## config.mk

```make
export PLATFORM = sky130hd
export DESIGN_NAME = exp_brightness_to_dual_pwm
export DESIGN_NICKNAME = d
export VERILOG_FILES = /design/src/rtl/exbp_pkg.sv /design/src/rtl/exbp_cfg_regs.sv /design/src/rtl/exbp_exponent.sv /design/src/rtl/exbp_interp.sv /design/src/rtl/exbp_scale_out.sv /design/src/rtl/exp_brightness_to_dual_pwm.sv
export SDC_FILE = /design/constraint.sdc
export NUM_CORES = 2
export LEC_CHECK = 0
export BUFFER_PORTS_ARGS = -buffer_cell sky130_fd_sc_hd__buf_2
export CORE_MARGIN = 3
export CORE_UTILIZATION = 55
export CTS_CLUSTER_SIZE = 28
export DETAILED_ROUTE_END_ITERATION = 12
export GPL_ROUTABILITY_DRIVEN = 1
export PLACE_DENSITY = 0.77
export SYNTH_ARGS = -nofsm -noshare
export SYNTH_HDL_FRONTEND = slang
export SYNTH_SLANG_ARGS = --single-unit
```

## constraint.sdc

```tcl
create_clock -name clk_i -period 11.9 [get_ports clk_i]
set_input_delay 2.975 -clock clk_i [delete_from_list [all_inputs] [get_ports clk_i]]
set_output_delay 2.975 -clock clk_i [all_outputs]
set_load 0.1 [all_outputs]
```

## src/rtl/exbp_pkg.sv

```systemverilog
// shared types and constants for the exponential brightness to dual pwm block
// no dependencies; imported by every module of the block
`default_nettype none

package exbp_pkg;

  // fixed point formats
  localparam int unsigned FRAC_BITS  = 20;
  localparam int unsigned LEVEL_W    = 16;
  localparam int unsigned SCALE_W    = 25;
  localparam int unsigned PROD_W     = LEVEL_W + SCALE_W;
  localparam int unsigned IP_W       = PROD_W - FRAC_BITS;
  localparam int unsigned CURVE_W    = 18;
  localparam int unsigned DIFF_W     = 17;
  localparam int unsigned SHIFT_W    = 5;
  localparam int unsigned MANT_FRAC  = 16;
  localparam int unsigned SAT_SHIFT  = 17;
  localparam int unsigned CFG_IDX_W  = 2;

  // register reset values
  localparam logic [LEVEL_W-1:0] MAX_IN_RST    = 16'd1;
  localparam logic [SCALE_W-1:0] EXP_SCALE_RST = 25'd17825780;

  // configuration register indexes
  typedef enum logic [CFG_IDX_W-1:0] {
    CFG_MAX_IN    = 2'd0,
    CFG_EXP_SCALE = 2'd1
  } cfg_idx_e;

  // configuration seen by the datapath
  typedef struct packed {
    logic [LEVEL_W-1:0] max_in;
    logic [SCALE_W-1:0] exp_scale;
  } cfg_t;

  // exponent split into integer and fractional parts
  typedef struct packed {
    logic                 valid;
    logic [IP_W-1:0]      ip;
    logic [FRAC_BITS-1:0] frac;
  } exp_stage_t;

  // interpolation operands and shift control
  typedef struct packed {
    logic                 valid;
    logic                 sat;
    logic [SHIFT_W-1:0]   shift;
    logic [CURVE_W-1:0]   base;
    logic [DIFF_W-1:0]    diff;
    logic [FRAC_BITS-1:0] weight;
  } interp_stage_t;

  // interpolated mantissa parts ready for the final shift
  typedef struct packed {
    logic               valid;
    logic               sat;
    logic [SHIFT_W-1:0] shift;
    logic [CURVE_W-1:0] base;
    logic [DIFF_W-1:0]  delta;
  } mant_stage_t;

endpackage

`default_nettype wire

```

## src/rtl/exbp_cfg_regs.sv

```systemverilog
// configuration registers max_in and exp_scale behind a valid/ready write port
// depends on exbp_pkg
`default_nettype none

module exbp_cfg_regs (
  input  wire logic                            clk_i,
  input  wire logic                            rst_ni,
  input  wire logic                            cfg_valid_i,
  output      logic                            cfg_ready_o,
  input  wire logic [exbp_pkg::CFG_IDX_W-1:0]  cfg_index_i,
  input  wire logic [exbp_pkg::SCALE_W-1:0]    cfg_data_i,
  output      exbp_pkg::cfg_t                  cfg_o
);
  import exbp_pkg::*;

  logic [LEVEL_W-1:0] max_in_q, max_in_d;
  logic [SCALE_W-1:0] exp_scale_q, exp_scale_d;

  // writes are always taken
  assign cfg_ready_o = 1'b1;

  // register decode, unknown indexes are dropped
  always_comb begin
    max_in_d    = max_in_q;
    exp_scale_d = exp_scale_q;
    if (cfg_valid_i) begin
      unique case (cfg_idx_e'(cfg_index_i))
        CFG_MAX_IN:    max_in_d    = cfg_data_i[LEVEL_W-1:0];
        CFG_EXP_SCALE: exp_scale_d = cfg_data_i;
        default: ;
      endcase
    end
  end

  always_ff @(posedge clk_i or negedge rst_ni) begin
    if (!rst_ni) begin
      max_in_q    <= MAX_IN_RST;
      exp_scale_q <= EXP_SCALE_RST;
    end else begin
      max_in_q    <= max_in_d;
      exp_scale_q <= exp_scale_d;
    end
  end

  assign cfg_o.max_in    = max_in_q;
  assign cfg_o.exp_scale = exp_scale_q;

endmodule

`default_nettype wire

```

## src/rtl/exbp_exponent.sv

```systemverilog
// stages 1-2: clamp the request, then multiply by exp_scale into a q.20 exponent
// depends on exbp_pkg
`default_nettype none

module exbp_exponent (
  input  wire logic                          clk_i,
  input  wire logic                          rst_ni,
  input  wire logic                          req_valid_i,
  input  wire logic [exbp_pkg::LEVEL_W-1:0]  level_request_i,
  input  wire exbp_pkg::cfg_t                cfg_i,
  output      exbp_pkg::exp_stage_t          exp_o
);
  import exbp_pkg::*;

  logic               lvl_valid_q;
  logic [LEVEL_W-1:0] lvl_q, lvl_d;
  logic [PROD_W-1:0]  prod;
  logic               exp_valid_q;
  logic [PROD_W-1:0]  prod_q;

  // clamp to max_in
  always_comb begin
    lvl_d = level_request_i;
    if (level_request_i > cfg_i.max_in) begin
      lvl_d = cfg_i.max_in;
    end
  end

  assign prod = PROD_W'(lvl_q) * PROD_W'(cfg_i.exp_scale);

  // valid bits
  always_ff @(posedge clk_i or negedge rst_ni) begin
    if (!rst_ni) begin
      lvl_valid_q <= 1'b0;
      exp_valid_q <= 1'b0;
    end else begin
      lvl_valid_q <= req_valid_i;
      exp_valid_q <= lvl_valid_q;
    end
  end

  // payload
  always_ff @(posedge clk_i) begin
    lvl_q  <= lvl_d;
    prod_q <= prod;
  end

  assign exp_o.valid = exp_valid_q;
  assign exp_o.ip    = prod_q[PROD_W-1:FRAC_BITS];
  assign exp_o.frac  = prod_q[FRAC_BITS-1:0];

endmodule

`default_nettype wire

```

## src/rtl/exbp_interp.sv

```systemverilog
// stages 3-4: curve table lookup, then slope times weight for linear interpolation
// depends on exbp_pkg; the q16 table of 2^(k/n) is built at elaboration
`default_nettype none

module exbp_interp #(
  parameter int unsigned EXP_TABLE_SIZE = 64
) (
  input  wire logic                   clk_i,
  input  wire logic                   rst_ni,
  input  wire exbp_pkg::exp_stage_t   exp_i,
  output      exbp_pkg::mant_stage_t  mant_o
);
  import exbp_pkg::*;

  localparam int unsigned TIDX_W  = $clog2(EXP_TABLE_SIZE + 1);
  localparam int unsigned P_W     = FRAC_BITS + TIDX_W;
  localparam int unsigned ROOTS   = 30;
  localparam int unsigned MUL_W   = DIFF_W + FRAC_BITS;

  typedef logic [CURVE_W-1:0] curve_arr_t [EXP_TABLE_SIZE+1];

  // bitwise integer square root
  function automatic logic [63:0] isqrt(input logic [63:0] v);
    logic [63:0] res;
    logic [63:0] bt;
    logic [63:0] vv;
    res = 64'd0;
    bt  = 64'h4000_0000_0000_0000;
    vv  = v;
    while (bt > vv) bt = bt >> 2;
    while (bt != 64'd0) begin
      if (vv >= res + bt) begin
        vv  = vv - (res + bt);
        res = (res >> 1) + bt;
      end else begin
        res = res >> 1;
      end
      bt = bt >> 2;
    end
    return res;
  endfunction

  // 2^(k/n) in q16 from a product of repeated square roots of two
  function automatic curve_arr_t build_curve();
    curve_arr_t  c;
    logic [63:0] roots [ROOTS+1];
    logic [63:0] x;
    logic [63:0] acc;
    roots[0] = 64'd1 << 31;
    for (int j = 1; j <= ROOTS; j++) begin
      roots[j] = isqrt(roots[j-1] << 30);
    end
    for (int k = 0; k < EXP_TABLE_SIZE; k++) begin
      x   = (64'(k) << 30) / EXP_TABLE_SIZE;
      acc = 64'd1 << 30;
      for (int j = 1; j <= ROOTS; j++) begin
        if (x[ROOTS-j]) begin
          acc = (acc * roots[j] + (64'd1 << 29)) >> 30;
        end
      end
      c[k] = CURVE_W'((acc + (64'd1 << 13)) >> 14);
    end
    c[0]              = CURVE_W'(65536);
    c[EXP_TABLE_SIZE] = CURVE_W'(131072);
    return c;
  endfunction

  localparam curve_arr_t CURVE = build_curve();

  logic [P_W-1:0]     pos;
  logic [TIDX_W-1:0]  idx_lo, idx_hi;
  logic [CURVE_W-1:0] t_lo, t_hi;
  interp_stage_t      ip_d, ip_q;
  logic [MUL_W-1:0]   slope_prod;
  mant_stage_t        mant_d, mant_q;

  // table position from the exponent fraction
  assign pos    = P_W'(exp_i.frac) * P_W'(EXP_TABLE_SIZE);
  assign idx_lo = TIDX_W'(pos[P_W-1:FRAC_BITS]);
  assign idx_hi = idx_lo + TIDX_W'(1);
  assign t_lo   = CURVE[idx_lo];
  assign t_hi   = CURVE[idx_hi];

  always_comb begin
    ip_d.valid  = exp_i.valid;
    ip_d.sat    = (exp_i.ip >= IP_W'(SAT_SHIFT));
    ip_d.shift  = exp_i.ip[SHIFT_W-1:0];
    ip_d.base   = t_lo;
    ip_d.diff   = DIFF_W'(t_hi - t_lo);
    ip_d.weight = pos[FRAC_BITS-1:0];
  end

  // slope times weight
  assign slope_prod = MUL_W'(ip_q.diff) * MUL_W'(ip_q.weight);

  always_comb begin
    mant_d.valid = ip_q.valid;
    mant_d.sat   = ip_q.sat;
    mant_d.shift = ip_q.shift;
    mant_d.base  = ip_q.base;
    mant_d.delta = slope_prod[MUL_W-1:FRAC_BITS];
  end

  // stage registers with their valid bits
  always_ff @(posedge clk_i or negedge rst_ni) begin
    if (!rst_ni) begin
      ip_q   <= '0;
      mant_q <= '0;
    end else begin
      ip_q   <= ip_d;
      mant_q <= mant_d;
    end
  end

  assign mant_o = mant_q;

endmodule

`default_nettype wire

```

## src/rtl/exbp_scale_out.sv

```systemverilog
// stage 5: add mantissa parts, shift by the integer exponent, round, cap, split
// depends on exbp_pkg
`default_nettype none

module exbp_scale_out #(
  parameter int unsigned PWM_BITS = 16
) (
  input  wire logic                   clk_i,
  input  wire logic                   rst_ni,
  input  wire exbp_pkg::mant_stage_t  mant_i,
  output      logic                   result_valid_o,
  output      logic [PWM_BITS:0]      light_level_o,
  output      logic [PWM_BITS-1:0]    pwm_low_o,
  output      logic [PWM_BITS-1:0]    pwm_high_o
);
  import exbp_pkg::*;

  localparam int unsigned SH_W  = CURVE_W + MANT_FRAC + 1;
  localparam int unsigned VAL_W = SH_W - MANT_FRAC;
  localparam logic [PWM_BITS-1:0] PWM_FULL  = {PWM_BITS{1'b1}};
  localparam logic [PWM_BITS:0]   LEVEL_CAP = {PWM_FULL, 1'b0};

  logic [CURVE_W-1:0]  mant;
  logic [SH_W-1:0]     shifted;
  logic [VAL_W-1:0]    val_raw;
  logic [PWM_BITS:0]   val;
  logic                valid_q;
  logic [PWM_BITS:0]   light_q, light_d;
  logic [PWM_BITS-1:0] low_q, low_d;
  logic [PWM_BITS-1:0] high_q, high_d;

  // mantissa, shift and round half up
  assign mant    = mant_i.base + CURVE_W'(mant_i.delta);
  assign shifted = (SH_W'(mant) << mant_i.shift) + SH_W'(1 << (MANT_FRAC - 1));
  assign val_raw = shifted[SH_W-1:MANT_FRAC];

  // saturate at twice full duty
  always_comb begin
    if (mant_i.sat || (val_raw > VAL_W'(LEVEL_CAP))) begin
      val = LEVEL_CAP;
    end else begin
      val = val_raw[PWM_BITS:0];
    end
  end

  // split over the two channels
  always_comb begin
    light_d = val;
    if (val < {1'b0, PWM_FULL}) begin
      low_d  = val[PWM_BITS-1:0];
      high_d = '0;
    end else begin
      low_d  = PWM_FULL;
      high_d = PWM_BITS'(val - {1'b0, PWM_FULL});
    end
  end

  always_ff @(posedge clk_i or negedge rst_ni) begin
    if (!rst_ni) begin
      valid_q <= 1'b0;
    end else begin
      valid_q <= mant_i.valid;
    end
  end

  always_ff @(posedge clk_i) begin
    light_q <= light_d;
    low_q   <= low_d;
    high_q  <= high_d;
  end

  assign result_valid_o = valid_q;
  assign light_level_o  = light_q;
  assign pwm_low_o      = low_q;
  assign pwm_high_o     = high_q;

endmodule

`default_nettype wire

```

## src/rtl/exp_brightness_to_dual_pwm.sv

```systemverilog
// exponential brightness curve split over two pwm channels, top level
// start passes through five register stages (clamp, multiply, table lookup,
// interpolation, shift/split) to result_valid_o; one request per cycle, busy stays low
// async active-low reset clears valid bits and loads max_in = 1, exp_scale = 17825780
// results are strobed for one cycle; the receiver cannot stall
// depends on exbp_pkg, exbp_cfg_regs, exbp_exponent, exbp_interp, exbp_scale_out
`default_nettype none

module exp_brightness_to_dual_pwm #(
  parameter int unsigned EXP_TABLE_SIZE = 64,
  parameter int unsigned PWM_BITS       = 16
) (
  input  wire logic                            clk_i,
  input  wire logic                            rst_ni,
  input  wire logic                            start,
  output      logic                            busy,
  input  wire logic [exbp_pkg::LEVEL_W-1:0]    level_request_i,
  output      logic                            result_valid_o,
  output      logic [PWM_BITS:0]               light_level_o,
  output      logic [PWM_BITS-1:0]             pwm_low_o,
  output      logic [PWM_BITS-1:0]             pwm_high_o,
  input  wire logic                            cfg_valid_i,
  output      logic                            cfg_ready_o,
  input  wire logic [exbp_pkg::CFG_IDX_W-1:0]  cfg_index_i,
  input  wire logic [exbp_pkg::SCALE_W-1:0]    cfg_data_i
);
  import exbp_pkg::*;

  cfg_t        cfg;
  exp_stage_t  exp_st;
  mant_stage_t mant_st;

  // fully pipelined, a request is taken every cycle
  assign busy = 1'b0;

  exbp_cfg_regs u_cfg (
    .clk_i       (clk_i),
    .rst_ni      (rst_ni),
    .cfg_valid_i (cfg_valid_i),
    .cfg_ready_o (cfg_ready_o),
    .cfg_index_i (cfg_index_i),
    .cfg_data_i  (cfg_data_i),
    .cfg_o       (cfg)
  );

  exbp_exponent u_exponent (
    .clk_i           (clk_i),
    .rst_ni          (rst_ni),
    .req_valid_i     (start & ~busy),
    .level_request_i (level_request_i),
    .cfg_i           (cfg),
    .exp_o           (exp_st)
  );

  exbp_interp #(
    .EXP_TABLE_SIZE (EXP_TABLE_SIZE)
  ) u_interp (
    .clk_i  (clk_i),
    .rst_ni (rst_ni),
    .exp_i  (exp_st),
    .mant_o (mant_st)
  );

  exbp_scale_out #(
    .PWM_BITS (PWM_BITS)
  ) u_scale_out (
    .clk_i          (clk_i),
    .rst_ni         (rst_ni),
    .mant_i         (mant_st),
    .result_valid_o (result_valid_o),
    .light_level_o  (light_level_o),
    .pwm_low_o      (pwm_low_o),
    .pwm_high_o     (pwm_high_o)
  );

endmodule

`default_nettype wire
```

==> results.tsv <==
metric	value	unit
setup_slack	3996	ps
reg2reg_from	u_exponent.lvl_q[6]	
max_slew_margin	22.34	%
fmax	0.1265	GHz
clock_latency	570	ps
crit_fanout	25	
path_clk_slew	70	ps
antennaDiodeCount	0	
ys_ff_latch	246	
dpl.hpwl	64.61	mm
worstSetupPathType	flip-flop to flip-flop	
worstHoldStart	u_exponent.prod_q[4]	
final_net_count	4562	
grt_setup_unrepaired	no	
drtAntennaViolNets	0	
drtIter0Drc	2456	
via_per_inst	5.862	
tns	0	ps
initial_core_util	55.70	%
cts-root-buf	clkbuf_16	
synth_area_leaders	fa_1, ha_1, dfrtp_1, nand2_1, dfxtp_1	
final_max_slew_viol_count	0	
drv_cap	0	
ys_seq_area_share	16.77	%
num_io_pins	99	
yosys.area.top_type	fa_1	
yosysMostFrequentCell	nand2_1	
cp.required	12340	ps
grt_max_degree	89	
die_x	253.5	um
drt_wl_total	84.38	mm
cts-resized-gates	0	
post_drt_wl_per_cell	18.57	um
worst_slew_pin_slew	1161	ps
core_area	60470	um2
period_needed	7904	ps
hold_viol	0	
drc_errors	0	
htree_levels	1	
synth_common_cells	nand2_1, inv_1, fa_1	
n_fill_cell	5160	
cts_buffer_depth	3	
syn2layout_area_growth	5.416	%
syn_inst	3792	
layout-drive-gt1-share	7.948	%
synth_edf_count	0	
finalWeightedCongestion	0.9385	
die_h	253.5	um
row_count	90	
skew	20.15	ps
pre_cts_slack	4083	ps
yosysUniqueCellTypes	109	
startpoint	u_exponent.lvl_q[6]	
cp-end-kind	flip-flop	
critPathArrivalTime	8340	ps
cts_sinks	246	
dp.cells	4494	
crit_path_start_kind	flip-flop	
overflow	0	
io_buffers	96	
antenna_found_initial	1	
ys.flop_type	dfrtp_1	
first_pass_iters	6	
grt_pass1_wl	139.4	mm
yosysWarnings	0	
finalCritPeriodShare	66.42	%
cts_tree	built	
holdWs	308.7	ps
synth_top_area_share	29.60	%
grt_pass1_vias	26770	
grt_util_all_layers	26.74	%
post_cts_buffers	0	
vias	26640	
final_cells	4544	
die_area	64240	um2
syn_area_per_cell	8.882	um2
cts_hold_buf	0	
outcome	complete, no violations	
async_flop_share	56.91	%
numCtsBuffers	27	
netlist_area	33680	um2
holdCritPathClass	flip-flop to flip-flop	
finalSetupViolCount	0	
-- worst paths after layout --
path,end,slack (ps),cells past startpoint
setup / recovery,u_exponent.prod_q[40],4000,24
hold / removal,u_interp.ip_q[10],310,0
setup reg to reg,u_exponent.prod_q[40],4000,24
hold reg to reg,u_interp.ip_q[10],310,0
max in group asynchronous,u_cfg.max_in_q[14],8060,2
min in group asynchronous,u_interp.mant_o[41],2470,1
-- layout by cell type (no fill, tap or decap), types with 10 or more instances in the layout --
| master | n |
|---|---|
| dfrtp_1 | 121 |
| or3_1 | 17 |
| nand2_1 | 604 |
| mux2i_1 | 11 |
| nand2b_1 | 30 |
| nor2_1 | 156 |
| xor2_1 | 29 |
| mux2_2 | 47 |
| dfxtp_1 | 104 |
| fa_1 | 498 |
| a21o_1 | 27 |
| dfstp_2 | 19 |
| inv_1 | 542 |
| nor3_1 | 52 |
| nand4_1 | 18 |
| or2_2 | 14 |
| o311ai_0 | 10 |
| and2_1 | 232 |
| o31ai_1 | 10 |
| a21oi_1 | 137 |
| o211ai_1 | 35 |
| and3_1 | 17 |
| buf_4 | 27 |
| o2111ai_1 | 10 |
| buf_2 | 95 |
| clkbuf_16 | 27 |
| a31oi_1 | 25 |
| ha_1 | 276 |
| xnor2_1 | 63 |
| o21ai_0 | 128 |
| a211o_1 | 10 |
| o21a_1 | 16 |
| o22ai_1 | 13 |
| a211oi_1 | 37 |
| nand3_1 | 42 |
| nor2b_1 | 21 |
-- state kept, by name, indices dropped and copies added, names as in the netlist --
register                    count
u_interp.ip_q                  55
u_exponent.prod_q              41
u_interp.mant_o                41
u_cfg.exp_scale_q              25
u_scale_out.light_level_o      17
u_cfg.max_in_q                 16
u_exponent.lvl_q               16
u_scale_out.pwm_high_o         16
u_scale_out.pwm_low_o          16
u_exponent.exp_valid_q          1
u_exponent.lvl_valid_q          1
u_scale_out.result_valid_o      1
-- per-stage QoR --
stage	util, %	instance area [um2]
final	58.72	35510
after global routing	58.72	35510
after CTS	58.72	35510
after detailed placement	57.18	34570
after global placement	57.18	34570
after floorplan	-	33680
-- critical path: stages (launching register included) --
cell and delay, ps:
dfxtp_1 1020, nand2_1 190, fa_1 580, inv_1 50
fa_1 470, ha_1 240, fa_1 550, inv_1 50
fa_1 460, fa_1 540, inv_1 40, ha_1 200
a2111oi_0 520, o311ai_1 260, o2111a_1 350, o31a_1 290
and4_1 230, o31ai_1 240, nand2b_1 150, a221o_1 350
a221oi_1 400, a21oi_1 120, nor2_1 200, o21ai_0 140
xnor2_1 140
-- metal layers --
| metal | routed length, um | vias up | GRT usage (%) |
|---|---|---|---|
| li1 | - | 12150 | - |
| met1 | 35680 | 13170 | 37.37 |
| met2 | 39640 | 1138 | 43.46 |
| met3 | 6564 | 175 | 4.084 |
| met4 | 2482 | 2 | 7.744 |
| met5 | 13 | - | 0 |
-- layout make-up --
| class | count | area (um2) | share of cell area [%] |
|---|---|---|---|
| timing repair buffer | 123 | 689.4 | 1.942 |
| tap | 782 | 978.4 | 2.756 |
| sequential | 246 | 5652 | 15.92 |
| inverter | 549 | 2061 | 5.804 |
| clock inverter | 14 | 191.4 | 0.5392 |
| clock buffer | 36 | 739.5 | 2.083 |
| multi-input combinational | 2794 | 25190 | 70.96 |
-- kinds of logic after synthesis --
| logic type | count (synthesis) | synth area share (%) |
|---|---|---|
| simple gates | 1252 | 17.58 |
| fa+ha+maj | 774 | 39.85 |
| buf+inv | 753 | 8.559 |
| compound gates | 607 | 12.57 |
| flops | 246 | 16.77 |
| xor+xnor | 96 | 2.496 |
| mux | 62 | 2.143 |
| other cells | 2 | 0.02230 |
Power is left out: the tool's default activity adds up to more than one toggle a clock period on the data nets, which glitch-free logic cannot reach.
